**src/layer_blend_byte_macros.svh**
```systemverilog
// ----------------------------------------------------------------------------
// layer_blend_byte assertion macros
// Clocked implication checks, compiled out when SYNTH is defined.
// ----------------------------------------------------------------------------
`ifndef LAYER_BLEND_BYTE_MACROS_SVH
`define LAYER_BLEND_BYTE_MACROS_SVH

`ifndef SYNTH
// same-cycle implication
`define LBB_ASSERT_IMP(label, clk, rst, ante, cons) \
  label: assert property (@(posedge clk) disable iff (rst) (ante) |-> (cons)) \
    else $error("layer_blend_byte: same-cycle check failed");
// next-cycle implication
`define LBB_ASSERT_NXT(label, clk, rst, ante, cons) \
  label: assert property (@(posedge clk) disable iff (rst) (ante) |=> (cons)) \
    else $error("layer_blend_byte: next-cycle check failed");
`else
`define LBB_ASSERT_IMP(label, clk, rst, ante, cons)
`define LBB_ASSERT_NXT(label, clk, rst, ante, cons)
`endif

`endif

```
**src/lbb_pkg.sv**
```systemverilog
// ----------------------------------------------------------------------------
// lbb_pkg
// Shared constants and types of the layer blend datapath.
// ----------------------------------------------------------------------------
package lbb_pkg;

  localparam int BYTE_W = 8;
  localparam int MODE_W = 3;
  // dividend: at most 9 bits times 8 bits
  localparam int NUM_W  = 17;

  localparam logic [BYTE_W-1:0] FULL_SCALE = 8'd255;
  localparam logic [BYTE_W-1:0] HALF_POINT = 8'd128;
  localparam logic [BYTE_W-1:0] ZERO_BYTE  = 8'd0;
  localparam logic [BYTE_W-1:0] UNIT_DEN   = 8'd1;

  typedef enum logic [MODE_W-1:0] {
    MODE_MULTIPLY = 3'd0,
    MODE_SCREEN   = 3'd1,
    MODE_OVERLAY  = 3'd2,
    MODE_DODGE    = 3'd3,
    MODE_BURN     = 3'd4
  } blend_mode_t;

  // how the quotient is turned into the result byte
  typedef struct packed {
    logic              force_en;   // result is force_val, quotient ignored
    logic [BYTE_W-1:0] force_val;
    logic              invert;     // result is 255 - quotient
    logic              sat_full;   // on overflow: 1 gives 255, 0 gives 0
  } ctrl_t;

endpackage

```
**src/layer_blend_byte.sv**
```systemverilog
// ----------------------------------------------------------------------------
// layer_blend_byte
// Blends one top-layer channel byte with the matching base-layer byte.
// ----------------------------------------------------------------------------
// Takes one beat per clock while nothing stalls: one multiplier stage forms
// the dividend, a three-stage divider works out the quotient (all modes,
// /255 included, share it) and an output register applies the mode's final
// step. Empty stages close up under a stall on the output, so new beats keep
// entering until the pipeline is full.
// blend_mode is 0 multiply, 1 screen, 2 overlay, 3 colour dodge, 4 colour burn;
// codes 5 to 7 pass top_value through. Write it only while the pipeline is
// empty.
`include "layer_blend_byte_macros.svh"

module layer_blend_byte (
  input  logic                            clk,
  input  logic                            rst,
  input  logic                            cfg_wr_en,
  input  logic [lbb_pkg::MODE_W-1:0]      cfg_wr_data,
  input  logic                            pix_valid,
  output logic                            pix_stall,
  input  logic [lbb_pkg::BYTE_W-1:0]      top_value,
  input  logic [lbb_pkg::BYTE_W-1:0]      base_value,
  output logic                            blend_valid,
  input  logic                            blend_stall,
  output logic [lbb_pkg::BYTE_W-1:0]      blended_value
);
  import lbb_pkg::*;

  logic [MODE_W-1:0] blend_mode;

  // stage 0: operand selection and product
  logic              p0_vld;
  logic [NUM_W-1:0]  p0_num;
  logic [BYTE_W-1:0] p0_den;
  ctrl_t             p0_ctrl;
  logic              p0_load;
  logic              div_stall;

  logic [BYTE_W:0]   mul_x;
  logic [BYTE_W-1:0] mul_y;
  logic [BYTE_W-1:0] den_next;
  ctrl_t             ctrl_next;
  logic [BYTE_W-1:0] inv_top, inv_base;

  logic              div_vld;
  logic [BYTE_W-1:0] div_quo;
  logic              div_sat;
  ctrl_t             div_ctrl;

  logic              o_vld;
  logic [BYTE_W-1:0] o_value;
  logic [BYTE_W-1:0] o_value_next;
  logic              o_load;

  always_ff @(posedge clk) begin
    if (rst) begin
      blend_mode <= MODE_MULTIPLY;
    end else if (cfg_wr_en) begin
      blend_mode <= cfg_wr_data;
    end
  end

  assign inv_top  = FULL_SCALE - top_value;
  assign inv_base = FULL_SCALE - base_value;

  always_comb begin
    mul_x     = {1'b0, top_value};
    mul_y     = base_value;
    den_next  = FULL_SCALE;
    ctrl_next = '{force_en: 1'b0, force_val: ZERO_BYTE, invert: 1'b0, sat_full: 1'b0};
    case (blend_mode)
      MODE_MULTIPLY: begin
        mul_x = {1'b0, top_value};
        mul_y = base_value;
      end
      MODE_SCREEN: begin
        mul_x            = {1'b0, inv_top};
        mul_y            = inv_base;
        ctrl_next.invert = 1'b1;
      end
      MODE_OVERLAY: begin
        if (base_value < HALF_POINT) begin
          mul_x = {top_value, 1'b0};
          mul_y = base_value;
        end else begin
          mul_x            = {inv_top, 1'b0};
          mul_y            = inv_base;
          ctrl_next.invert = 1'b1;
        end
      end
      MODE_DODGE: begin
        mul_x              = {1'b0, top_value};
        mul_y              = FULL_SCALE;
        den_next           = inv_base;
        ctrl_next.sat_full = 1'b1;
        if (base_value == FULL_SCALE) begin
          den_next            = UNIT_DEN;
          ctrl_next.force_en  = 1'b1;
          ctrl_next.force_val = FULL_SCALE;
        end
      end
      MODE_BURN: begin
        mul_x            = {1'b0, inv_top};
        mul_y            = FULL_SCALE;
        den_next         = base_value;
        ctrl_next.invert = 1'b1;
        if (base_value == ZERO_BYTE) begin
          den_next            = UNIT_DEN;
          ctrl_next.force_en  = 1'b1;
          ctrl_next.force_val = ZERO_BYTE;
        end
      end
      default: begin
        // unused code: top byte passes unchanged
        den_next            = UNIT_DEN;
        ctrl_next.force_en  = 1'b1;
        ctrl_next.force_val = top_value;
      end
    endcase
  end

  assign p0_load   = !p0_vld || !div_stall;
  assign pix_stall = !p0_load;

  always_ff @(posedge clk) begin
    if (rst) begin
      p0_vld <= 1'b0;
    end else if (p0_load) begin
      p0_vld <= pix_valid;
    end
  end

  always_ff @(posedge clk) begin
    if (p0_load) begin
      p0_num  <= NUM_W'(mul_x) * NUM_W'(mul_y);
      p0_den  <= den_next;
      p0_ctrl <= ctrl_next;
    end
  end

  lbb_divider u_divider (
    .clk      (clk),
    .rst      (rst),
    .up_valid (p0_vld),
    .up_stall (div_stall),
    .up_num   (p0_num),
    .up_den   (p0_den),
    .up_ctrl  (p0_ctrl),
    .dn_valid (div_vld),
    .dn_stall (!o_load),
    .dn_quo   (div_quo),
    .dn_sat   (div_sat),
    .dn_ctrl  (div_ctrl)
  );

  // final step: forced value, overflow clamp, or (inverted) quotient
  always_comb begin
    if (div_ctrl.force_en) begin
      o_value_next = div_ctrl.force_val;
    end else if (div_sat) begin
      o_value_next = div_ctrl.sat_full ? FULL_SCALE : ZERO_BYTE;
    end else if (div_ctrl.invert) begin
      o_value_next = FULL_SCALE - div_quo;
    end else begin
      o_value_next = div_quo;
    end
  end

  assign o_load = !o_vld || !blend_stall;

  always_ff @(posedge clk) begin
    if (rst) begin
      o_vld <= 1'b0;
    end else if (o_load) begin
      o_vld <= div_vld;
    end
  end

  always_ff @(posedge clk) begin
    if (o_load) begin
      o_value <= o_value_next;
    end
  end

  assign blend_valid   = o_vld;
  assign blended_value = o_value;

  // divider never sees a zero divisor
  `LBB_ASSERT_IMP(a_den_nonzero, clk, rst, p0_vld, p0_den != ZERO_BYTE)
  // anything divided by 255 fits in a byte
  `LBB_ASSERT_IMP(a_div255_fits, clk, rst, p0_vld && p0_den == FULL_SCALE, p0_num < {1'b0, FULL_SCALE, ZERO_BYTE})
  // input is held back only by an occupied first stage
  `LBB_ASSERT_IMP(a_stall_cause, clk, rst, pix_stall, p0_vld && div_stall)

endmodule

```
**src/lbb_divider.sv**
```systemverilog
// ----------------------------------------------------------------------------
// lbb_divider
// Three-stage restoring divider, 17-bit dividend by 8-bit divisor, quotient
// limited to 8 bits with an overflow flag. Control rides along with the beat.
// ----------------------------------------------------------------------------
`include "layer_blend_byte_macros.svh"

module lbb_divider (
  input  logic                            clk,
  input  logic                            rst,
  input  logic                            up_valid,
  output logic                            up_stall,
  input  logic [lbb_pkg::NUM_W-1:0]       up_num,
  input  logic [lbb_pkg::BYTE_W-1:0]      up_den,
  input  lbb_pkg::ctrl_t                  up_ctrl,
  output logic                            dn_valid,
  input  logic                            dn_stall,
  output logic [lbb_pkg::BYTE_W-1:0]      dn_quo,
  output logic                            dn_sat,
  output lbb_pkg::ctrl_t                  dn_ctrl
);
  import lbb_pkg::*;

  logic              d1_vld, d2_vld, d3_vld;
  logic [NUM_W-1:0]  d1_rem, d2_rem, d3_rem;
  logic [BYTE_W-1:0] d1_den, d2_den, d3_den;
  logic [BYTE_W-1:0] d1_quo, d2_quo, d3_quo;
  logic              d1_sat, d2_sat, d3_sat;
  ctrl_t             d1_ctrl, d2_ctrl, d3_ctrl;

  logic              d1_load, d2_load, d3_load;
  logic [NUM_W-1:0]  d1_rem_next, d2_rem_next, d3_rem_next;
  logic [BYTE_W-1:0] d1_quo_next, d2_quo_next, d3_quo_next;
  logic              d1_sat_next;
  logic [NUM_W-1:0]  sh1, sh2, sh3;

  // a stage takes a beat when it is empty or its beat moves on
  assign d3_load  = !d3_vld || !dn_stall;
  assign d2_load  = !d2_vld || d3_load;
  assign d1_load  = !d1_vld || d2_load;
  assign up_stall = !d1_load;

  // overflow check and quotient bits 7..6
  always_comb begin
    d1_sat_next = up_num >= {1'b0, up_den, ZERO_BYTE};
    d1_rem_next = up_num;
    d1_quo_next = '0;
    sh1         = '0;
    for (int i = 7; i >= 6; i--) begin
      sh1 = NUM_W'(up_den) << i;
      if (d1_rem_next >= sh1) begin
        d1_rem_next     = d1_rem_next - sh1;
        d1_quo_next[3'(i)] = 1'b1;
      end
    end
  end

  // quotient bits 5..3
  always_comb begin
    d2_rem_next = d1_rem;
    d2_quo_next = d1_quo;
    sh2         = '0;
    for (int i = 5; i >= 3; i--) begin
      sh2 = NUM_W'(d1_den) << i;
      if (d2_rem_next >= sh2) begin
        d2_rem_next     = d2_rem_next - sh2;
        d2_quo_next[3'(i)] = 1'b1;
      end
    end
  end

  // quotient bits 2..0
  always_comb begin
    d3_rem_next = d2_rem;
    d3_quo_next = d2_quo;
    sh3         = '0;
    for (int i = 2; i >= 0; i--) begin
      sh3 = NUM_W'(d2_den) << i;
      if (d3_rem_next >= sh3) begin
        d3_rem_next     = d3_rem_next - sh3;
        d3_quo_next[3'(i)] = 1'b1;
      end
    end
  end

  always_ff @(posedge clk) begin
    if (rst) begin
      d1_vld <= 1'b0;
      d2_vld <= 1'b0;
      d3_vld <= 1'b0;
    end else begin
      if (d1_load) d1_vld <= up_valid;
      if (d2_load) d2_vld <= d1_vld;
      if (d3_load) d3_vld <= d2_vld;
    end
  end

  always_ff @(posedge clk) begin
    if (d1_load) begin
      d1_rem  <= d1_rem_next;
      d1_den  <= up_den;
      d1_quo  <= d1_quo_next;
      d1_sat  <= d1_sat_next;
      d1_ctrl <= up_ctrl;
    end
    if (d2_load) begin
      d2_rem  <= d2_rem_next;
      d2_den  <= d1_den;
      d2_quo  <= d2_quo_next;
      d2_sat  <= d1_sat;
      d2_ctrl <= d1_ctrl;
    end
    if (d3_load) begin
      d3_rem  <= d3_rem_next;
      d3_den  <= d2_den;
      d3_quo  <= d3_quo_next;
      d3_sat  <= d2_sat;
      d3_ctrl <= d2_ctrl;
    end
  end

  assign dn_valid = d3_vld;
  assign dn_quo   = d3_quo;
  assign dn_sat   = d3_sat;
  assign dn_ctrl  = d3_ctrl;

  // partial remainders stay below the next divisor multiple
  `LBB_ASSERT_IMP(a_d1_rem_bound, clk, rst, d1_vld && !d1_sat, d1_rem < (NUM_W'(d1_den) << 6))
  `LBB_ASSERT_IMP(a_d2_rem_bound, clk, rst, d2_vld && !d2_sat, d2_rem < (NUM_W'(d2_den) << 3))
  `LBB_ASSERT_IMP(a_d3_rem_bound, clk, rst, d3_vld && !d3_sat, d3_rem < NUM_W'(d3_den))

endmodule
```
**config.mk**
```make
export PLATFORM = sky130hd
export DESIGN_NAME = layer_blend_byte
export DESIGN_NICKNAME = d
export VERILOG_FILES = /design/src/lbb_pkg.sv /design/src/layer_blend_byte.sv /design/src/lbb_divider.sv
export VERILOG_INCLUDE_DIRS = /design/src /design/src/src
export SDC_FILE = /design/constraint.sdc
export NUM_CORES = 1
export LEC_CHECK = 0
export BUFFER_PORTS_ARGS = -buffer_cell sky130_fd_sc_hd__buf_2
export CAP_MARGIN = 0
export CORE_MARGIN = 2
export CORE_UTILIZATION = 39
export CTS_BUF_LIST = sky130_fd_sc_hd__clkbuf_4 sky130_fd_sc_hd__clkbuf_8
export DETAILED_ROUTE_END_ITERATION = 6
export SYNTH_ARGS = -nofsm -noshare
export SYNTH_HDL_FRONTEND = slang
export SYNTH_SLANG_ARGS = --single-unit
```
**constraint.sdc**
```tcl
create_clock -name clk -period 10.7 [get_ports clk]
set_input_delay 1.605 -clock clk [delete_from_list [all_inputs] [get_ports clk]]
set_output_delay 1.605 -clock clk [all_outputs]
set_load 0.01 [all_outputs]
```
# [Word level (Yosys, flattened, before mapping)]
# Index checks and enable logic that the tools add are counted.
[word_totals] reg_bits=143 in_bits=24 elab_cells=104
[op_classes] add_sub_neg=10 n_mul=1 order_cmp=10 n_eq_ne=5 mux=24 n_reduce_logical=17
[op_table] cell="$mux W17" count=7
[op_table] cell="$mux W8" count=7
[op_table] cell="$pmux W8 S3" count=2
[op_table] cell="$mux W9" count=3
[op_table] cell="$pmux W9 S3" count=1
[op_table] cell="$pmux W9 S2" count=1
[op_table] cell="$ge A17 B10 Y1" count=1
[op_table] cell="$ge A17 B11 Y1" count=1
[op_table] cell="$ge A17 B12 Y1" count=1
[op_table] cell="$ge A17 B13 Y1" count=1
[op_table] cell="$ge A17 B14 Y1" count=1
[op_table] cell="$ge A17 B15 Y1" count=1
[op_table] cell="$ge A17 B16 Y1" count=1
[op_table] cell="$ge A17 B8 Y1" count=1
[op_table] cell="$ge A17 B9 Y1" count=1
[op_table] cell="$mul A9 B8 Y17" count=1
[op_table] cell="$sub A17 B10 Y17" count=1
[op_table] cell="$sub A17 B11 Y17" count=1
[op_table] cell="$sub A17 B12 Y17" count=1
[op_table] cell="$sub A17 B13 Y17" count=1
[op_table] cell="$sub A17 B14 Y17" count=1
[op_table] cell="$sub A17 B15 Y17" count=1
[op_table] cell="$sub A17 B9 Y17" count=1
[op_table] cell="$sub A8 B8 Y8 const A" count=2
[op_table] cell="other kinds (14)" count=27

# [Logic depth before layout (Yosys ltp)]
# Gate-level depths: netlist (run 1).
[logic_depth] depth_word=7 ltp_mapped=34

# [Cells and area by module]
# Synthesis (run 1) repeated with hierarchy kept, for this count alone.
[unflattened] hier_cells=1309 area_unflattened_um2=12560.8
[modules_own_cells] module="lbb_divider" n_inst=1 cells_per_inst=763 area_per_inst_um2=7403.4
[modules_own_cells] module="layer_blend_byte" n_inst=1 cells_per_inst=546 area_per_inst_um2=5157.4

# [Worst setup path before layout (run 1)]
# OpenSTA, ideal clock, no wires.
[synth_path] path_type="input-to-reg" start="in base_value[7] (netlist bit)" end="reg p0_num[13] (data pin)" setup_ns=0.258 t_arrival_ns=6.999 required_time_ns=10.442 slack_ns=3.444 path_stages=22 path_buffers=2 cell_sequence="clkbuf_1 buf_1 inv_1 ha_1 o21ai_0 a22oi_1 inv_1 or2_2 fa_1 fa_1 inv_1 fa_1 fa_1 ha_1 a21boi_0 o21ai_0 a21boi_0 o21ai_0 a21boi_0 o21ai_0 nor2b_1 xnor2_1"
[synth_via] elab_chain_cells=4 word_cells_on_any_way=7 cone_classes="add/sub: 1; mul: 1; order compare: 1; mux: 4"
[synth_rtl] item="start, declared" line_no="layer_blend_byte.sv:23" rtl="input logic [lbb_pkg::BYTE_W-1:0] base_value,"
[synth_rtl] item="$sub A8 B8 Y8 or $lt A8 B8 Y1 (tied branches)" line_no="layer_blend_byte.sv:65, layer_blend_byte.sv:83"
[synth_rtl] item="$mux W8 or $mux W9 (tied branches)" line_no="layer_blend_byte.sv:83" rtl="if (base_value < HALF_POINT) begin"
[synth_rtl] item="$pmux W8 S3 or $pmux W9 S2 (tied branches)" line_no="layer_blend_byte.sv:72" rtl="case (blend_mode)"
[synth_rtl] item="$mul A9 B8 Y17 *" line_no="layer_blend_byte.sv:136" rtl="p0_num <= NUM_W'(mul_x) * NUM_W'(mul_y);"
[synth_rtl] item="end signal, assigned" line_no="layer_blend_byte.sv:136"
[synth_rtl] item="end, declared" line_no="layer_blend_byte.sv:34" rtl="logic [NUM_W-1:0] p0_num;"
# Every way passes the cells marked *; elsewhere a longest branch is shown, timed or not.
# A chain may end at the register's enable or synchronous reset.

# [Final worst setup path (run 1)]
[layout_path] start="reg u_divider.d1_den[0]" end="reg u_divider.d2_rem[4] (data pin)"
[layout_via] elab_chain_cells=6 word_cells_on_any_way=9 cone_classes="add/sub: 3; order compare: 3; mux: 3"
[layout_rtl] item="start, declared" line_no="lbb_divider.sv:26" rtl="logic [BYTE_W-1:0] d1_den, d2_den, d3_den;"
[layout_rtl] item="start signal, assigned" line_no="lbb_divider.sv:101" rtl="d1_den <= up_den;"
[layout_rtl] item="$ge A17 B13 Y1 or $sub A17 B13 Y17 (tied branches)" line_no="lbb_divider.sv:65, lbb_divider.sv:66"
[layout_rtl] item="$mux W17" line_no="lbb_divider.sv:65" rtl="if (d2_rem_next >= sh2) begin"
[layout_rtl] item="$sub A17 B12 Y17 or $ge A17 B12 Y1 (tied branches)" line_no="lbb_divider.sv:66, lbb_divider.sv:65"
[layout_rtl] item="$mux W17" line_no="lbb_divider.sv:65"
[layout_rtl] item="$sub A17 B11 Y17 or $ge A17 B11 Y1 (tied branches)" line_no="lbb_divider.sv:66, lbb_divider.sv:65"
[layout_rtl] item="$mux W17 *" line_no="lbb_divider.sv:65"
[layout_rtl] item="via u_divider.d2_rem_next[4]" line_no="lbb_divider.sv:32" rtl="logic [NUM_W-1:0] d1_rem_next, d2_rem_next, d3_rem_next;"
[layout_rtl] item="end signal, assigned" line_no="lbb_divider.sv:107" rtl="d2_rem <= d2_rem_next;"
[layout_rtl] item="end, declared" line_no="lbb_divider.sv:25" rtl="logic [NUM_W-1:0] d1_rem, d2_rem, d3_rem;"
# The timed path passes the listed nets; every way through them passes the cells marked *.

==> results of run 1 <==
==> critical path, delay by kind of cell, from the launching register on <==
| kind | cells | cell delay (ps) |
|---|---|---|
| flops | 1 | 430 |
| buf+inv | 2 | 150 |
| mux | 2 | 670 |
| compound gates | 12 | 3100 |
| fa+ha+maj | 4 | 1390 |
| simple gates | 8 | 2060 |
==> sequential cells by signal, indices dropped and copies added (netlist names), 3 cells and up <==
name and cells:
p0_num 17, u_divider.d1_rem 17, u_divider.d2_rem 17, p0_ctrl 11, u_divider.d1_ctrl 11, u_divider.d2_ctrl 11
u_divider.dn_ctrl 11, blended_value 8, p0_den 8, u_divider.d1_den 8, u_divider.d2_den 8, u_divider.dn_quo 4
blend_mode 3
==> path summary, 6_finish.rpt <==
kind,startpoint,to,cells after the start
worst min register to register,u_divider.d2_ctrl[2]$_DFFE_PP_,u_divider.dn_ctrl[2]$_DFFE_PP_,0
worst max-delay path,u_divider.d1_den[0]$_DFFE_PP_,u_divider.d2_rem[4]$_DFFE_PP_,28
worst min-delay path,u_divider.d2_ctrl[2]$_DFFE_PP_,u_divider.dn_ctrl[2]$_DFFE_PP_,0
worst max register to register,u_divider.d1_den[0]$_DFFE_PP_,u_divider.d2_rem[4]$_DFFE_PP_,28
==> layout make-up <==
class                   count  area share (%)
well taps                 396            3.81
inverters                 128            3.70
clock buffers              17            1.80
repair buffers             38            1.56
clock inverters            15            1.45
multi-input cells         940            55.2
flip-flops and latches    143            32.4
==> cell usage after synthesis (all sizes together) (3+ instances only) <==
master / n / share of area [%]
a2111oi: 3 / 0.22
a211oi: 9 / 0.65
a21boi: 12 / 0.75
a21o: 25 / 1.6
a21oi: 77 / 3.2
a221oi: 4 / 0.29
a22oi: 7 / 0.44
a41oi: 4 / 0.29
and2: 18 / 0.96
and3: 6 / 0.31
buf: 10 / 0.44
clkbuf: 17 / 0.53
dfxtp: 8 / 1.3
edfxtp: 135 / 34
fa: 49 / 8.2
ha: 111 / 12
inv: 127 / 4.0
mux2: 22 / 2.1
mux2i: 10 / 0.84
nand2: 110 / 3.4
nand2b: 18 / 0.94
nand3: 9 / 0.38
nand4: 18 / 0.94
nand4b: 4 / 0.29
nor2: 106 / 3.3
nor2b: 25 / 1.3
nor3: 22 / 0.96
nor4: 8 / 0.72
o211a: 3 / 0.25
o211ai: 8 / 0.50
o21a: 22 / 1.4
o21ai: 83 / 3.5
o21bai: 4 / 0.25
o22ai: 5 / 0.26
o311ai: 3 / 0.22
o31a: 8 / 0.58
o31ai: 8 / 0.50
or2: 10 / 0.52
or3: 5 / 0.26
or4: 4 / 0.31
xnor2: 37 / 2.8
xor2: 36 / 2.6
==> per-stage QoR <==
stage,hold WS (ps),utilization [%],std cells
floorplan,400,-,1238
global placement,401,41.3,1645
detailed placement,405,41.3,1645
CTS,416,42.7,1677
global route,428,42.7,1677
finish,418,42.7,1677
==> layer usage <==
metal	track usage [%]	wire, um	up-vias
met3	2.25	797	27
met5	0	0	-
met1	22.4	12100	4226
li1	-	-	4479
met4	3.90	367	0
met2	27.7	11700	163
==> power groups by stage <==
| stage | clock [mW] | combinational [mW] | sequential, mW |
|---|---|---|---|
| floorplan | 0 | 2.32 | 0.962 |
| global placement | 0 | 2.80 | 1.00 |
| detailed placement | 0 | 2.84 | 1.00 |
| CTS | 0.446 | 2.87 | 0.989 |
| global route | 0.468 | 3.28 | 1.01 |
| finish | 0.433 | 2.86 | 0.987 |
==> cells by family (layout without fill, tap and decap cells) <==
family                     after synthesis  after routing
and+or+nand+nor                        371            371
AOI/OAI and AO/OA                      303            303
adders and majority gates              160            160
buffers and inverters                  155            198
DFF                                    143            143
xor gates and xnor gates                73             73
muxes                                   32             32
other                                    1              1
==> reports/results.ini, run 1 <==
[status]
status=completed

[placement]
dp_slack_ps=2670
dpl-instance-area_sq_um=12600
hpwl_um=19900
numPortBuffers=33
place_congestion=0.859

[critical_path]
path_max_fanout=14
cp.required_ps=10900
cp-start-kind=flip-flop
worstPathArrival_ps=8230
path_class=flip-flop to flip-flop
end_kind=flip-flop
cpPeakStageDelay_ps=580
slowest_stage=nor3_2
rrSetupSlack_ps=2670

[layout]
drive_gt1_share_pct=9.13
n_antenna_cell=0
multiInputGateArea_sq_um=7180
syn2layout_area_growth_pct=8.48
layout_common_cells=edfxtp_1 (135), inv_1 (127), ha_1 (111)
nets=1452
nFillCells=3032
regArea_sq_um=4210
stdcell_area_sq_um=13000
layout_commonest_cell=edfxtp_1

[routing]
initialDrtViolationCount=433
vias=8895
drc=0
first_pass_iters=5
via_per_inst=5.30
ant_nets=0
routed_wl_um=25000
wl_per_cell_um=14.9

[logic_synthesis]
async_flop_share_pct=0
synth_edf_count=135
synth_fa_ha_area_share_pct=19.8
synthMuxAreaShare_pct=2.90
ys_ff_latch=143
synth_warnings=0
synth_area_per_cell_sq_um=9.68
syn_inst=1238
synth_flop_cell=edfxtp_1
synth_cell_type_count=78
synth_top_family_by_area=adder cells
synth-compound-area-share_pct=16.4
syn-num-nets=1422
yosysSeqAreaShare_pct=35.2
synth-simple-area-share_pct=15.3
synthesis.area_sq_um=12000
synth_xor_area_share_pct=5.40

[clock_tree]
cts_max_level=4
postCtsSetupRepairBufs=0
cts_made_buffers=17
worstSkewPairLatency_ps=450
clk_pin_slew_ps=110
cts.sinks=143
cts_tree=done
cts_root_buf=clkbuf_8
cts_hold_buf=0
cts.path.max_buffers=2
cts-resized-gates=0

[flow_run]
maxCapViolCount=0

[power]
p_clk_share_pct=10.1
p_int_mw=2.34
p_leak_nw=5.79
peakVddDrop_v=0.000271
power.total_mw=4.28
swShare_pct=45.2
switchingPower_mw=1.93
power_frac_seq_pct=23.1
p_per_area_nw_per_um2=329
p_comb_share_pct=66.8

[die]
core_area_sq_um=30400
initial_core_util_pct=39.4
die_area_sq_um=32100
die_x_um=179
pin_count=34
rows=64
fp.dieH_um=179

[sta]
clock.fmax_mhz=124
maxSlewHeadroom_pct=34.6
rsz0062_at_grt=no
final_hold_viol_count=0
report.final.slew_viol_count=0
finalSetupViolCount=0
min_period_over_period_pct=75.1
setup_ws_ps=2670
setup_tns_ps=0
finalClockSkew_ps=18.2
min_period_ps=8030
worst_pin_slew_ps=968

[global_route]
track_usage_pct=16.4
grt_max_degree=39
grt_pass1_wl_um=42400
grt_pass1_vias=8716
antenna_found_initial=0
grt_overflow=0

[worst_hold_path]
hold_class=flip-flop to flip-flop

(Power assumes the default switching activity.)
==> inputs of run 2 (changes only) <==
- clock period: 10.7 -> 7.4 ns (I/O delays scaled with it)
==> run 2 against run 1 <==
Net effect:
- power rose by 47%
- highest routed layer unchanged
- utilization increased by 0.51 points
- hold slack got worse by 15 ps
- global-route usage increased by 0.65 points
- register-to-register slack got worse by 2100 ps
- die area did not move
- sequential cell count is the same
==> reports/results.ini, run 2 (synthesis results as in run 1) <==
[status]
status=completed

[die]
fp.dieH_um=179  ; unchanged
die_x_um=179  ; unchanged
pin_count=34  ; unchanged
initial_core_util_pct=39.4  ; unchanged
die_area_sq_um=32100  ; unchanged
core_area_sq_um=30400  ; unchanged
rows=64  ; unchanged

[layout]
multiInputGateArea_sq_um=7190  ; +0.19%
regArea_sq_um=4210  ; unchanged
instances_no_fill=1696  ; +1.1%
nFillCells=3002  ; -0.99%
layout_commonest_cell=edfxtp_1
nets=1471  ; +1.3%
n_antenna_cell=0  ; unchanged
layout_common_cells=edfxtp_1 (135), inv_1 (127), ha_1 (111)
syn2layout_area_growth_pct=9.78
reg.largest.list=p0_num x17, u_divider.d1_rem x17, u_divider.d2_rem x17
drive_gt1_share_pct=10.7  ; +1.6 points

[sta]
finalClockSkew_ps=23.7  ; +5.57 ps
min_period_ps=6820  ; -1210 ps
min_period_over_period_pct=92.2  ; +17 points
report.final.slew_viol_count=0  ; unchanged
setup_tns_ps=0  ; unchanged
finalSetupViolCount=0  ; unchanged
maxSlewHeadroom_pct=38.6  ; +4.0 points
clock.fmax_mhz=147  ; +18%
final_hold_viol_count=0  ; unchanged
worst_pin_slew_ps=920  ; -48.9 ps
rsz0062_at_grt=no

[critical_path]
rrSetupSlack_ps=580  ; -2090 ps
path_max_fanout=13  ; -1
critPathBufInv=5  ; +3
rr_worst_depth=27  ; -3.6%
slowest_stage=edfxtp_1
cp.required_ps=7600  ; -3300 ps
r2r_start=u_divider.d1_den[0]$_DFFE_PP_
end_kind=flip-flop
worstPathArrival_ps=7020  ; -1210 ps
r2r_end=u_divider.d2_rem[10]$_DFFE_PP_
cpPeakStageDelay_ps=420  ; -160 ps
cp-start-kind=flip-flop
crit_cells=27  ; -3.6%
path_class=flip-flop to flip-flop
crit_family=compound AO/OA/AOI/OAI gates

[clock_tree]
cts_root_buf=clkbuf_8
clk_pin_slew_ps=120  ; about the same
cts_max_level=4  ; unchanged
cts_tree=done
cts.path.max_buffers=2  ; unchanged
worstSkewPairLatency_ps=450  ; about the same
cts.sinks=143  ; unchanged
cts_made_buffers=17  ; unchanged

[power]
p_per_area_nw_per_um2=478  ; +45%
p_leak_nw=5.88  ; +1.6%
peakVddDrop_v=0.000432  ; +59%

[placement]
placed_cells=1663  ; +1.1%
place_congestion=0.895  ; +4.2%
numPortBuffers=33  ; unchanged
hpwl_um=20400  ; +2.4%

[flow_run]
maxCapViolCount=0  ; unchanged

[global_route]
grt_max_degree=39  ; unchanged
grt_pass1_vias=8818  ; +1.2%
grt_pass1_wl_um=43800  ; +3.5%
grt_overflow=0  ; unchanged
antenna_found_initial=0  ; unchanged
track_usage_pct=17.1  ; +0.65 points

[routing]
via_per_inst=5.28  ; -0.38%
initialDrtViolationCount=460  ; +6.2%
vias=8962  ; +0.75%
ant_nets=0  ; unchanged
drc=0  ; unchanged
wl_per_cell_um=15.2  ; +1.8%
routed_wl_um=25700  ; +3.0%
first_pass_iters=5  ; unchanged

[worst_hold_path]
min_to=u_divider.dn_ctrl[4]$_DFFE_PP_
hold_class=flip-flop to flip-flop
min_from=u_divider.d2_ctrl[4]$_DFFE_PP_
whs_path_depth=0  ; unchanged

[run 2: cell types whose count changed in the layout (fill, tap and decap cells not counted), sizes merged]
cell	previous run	this run
inv	133	134
buf	38	57
clkinvlp	2	1
[run 2: how the worst max path moves through the flow]
stage                                       start  slack [ps]                        endpoint
CTS                 u_divider.d1_den[1]$_DFFE_PP_         310  u_divider.d2_rem[16]$_DFFE_PP_
finish              u_divider.d1_den[0]$_DFFE_PP_         580  u_divider.d2_rem[10]$_DFFE_PP_
global placement                    base_value[7]         330            p0_num[15]$_DFFE_PN_
detailed placement                  base_value[7]         230            p0_num[15]$_DFFE_PN_
global route        u_divider.d1_rem[5]$_DFFE_PP_          20  u_divider.d2_rem[10]$_DFFE_PP_
floorplan                           base_value[7]         640            p0_num[13]$_DFFE_PN_
[run 2: final cells by class]
cell class / instances / area share [%]
multi-input combinational: 940 / 54.7
sequential: 143 / 32.0
tap: 396 / 3.77
inverter: 128 / 3.65
timing repair buffer: 57 / 2.63
clock buffer: 17 / 1.78
clock inverter: 15 / 1.43
[run 2: layer usage]
layer	wire, um	track usage (%)	vias to the layer above
met5	0	0	-
met4	434	4.60	0
met3	697	2.33	35
met2	12100	28.5	149
met1	12500	23.2	4264
li1	-	-	4514
[run 2: metrics by stage]
step / area (sq um) / power, mW / setup WS [ps] / utilization (%) / hold slack, ps
global placement: 12700 / 5.58 / 327 / 41.8 / 401
global route: 13200 / 6.96 / 17.3 / 43.2 / 418
CTS: 13100 / 6.31 / 310 / 43.1 / 403
finish: 13200 / 6.28 / 576 / 43.2 / 403
floorplan: 12000 / 4.74 / 639 / - / 400
detailed placement: 12700 / 5.62 / 225 / 41.8 / 405
[run 2: power breakdown]
part / switching [mW] / total, mW / internal (mW)
Combinational: 2.32 / 4.22 / 1.90
Clock: 0.372 / 0.634 / 0.262
Sequential: 0.158 / 1.43 / 1.27
Total: 2.85 / 6.28 / 3.43
[run 2: what timing repair did]
action | 4_1_cts | 5_1_grt
hold buffers | 0 | 0
gates resized for setup | 0 | 3
setup endpoints to repair | 0 | 11
buffers inserted | 0 | 1
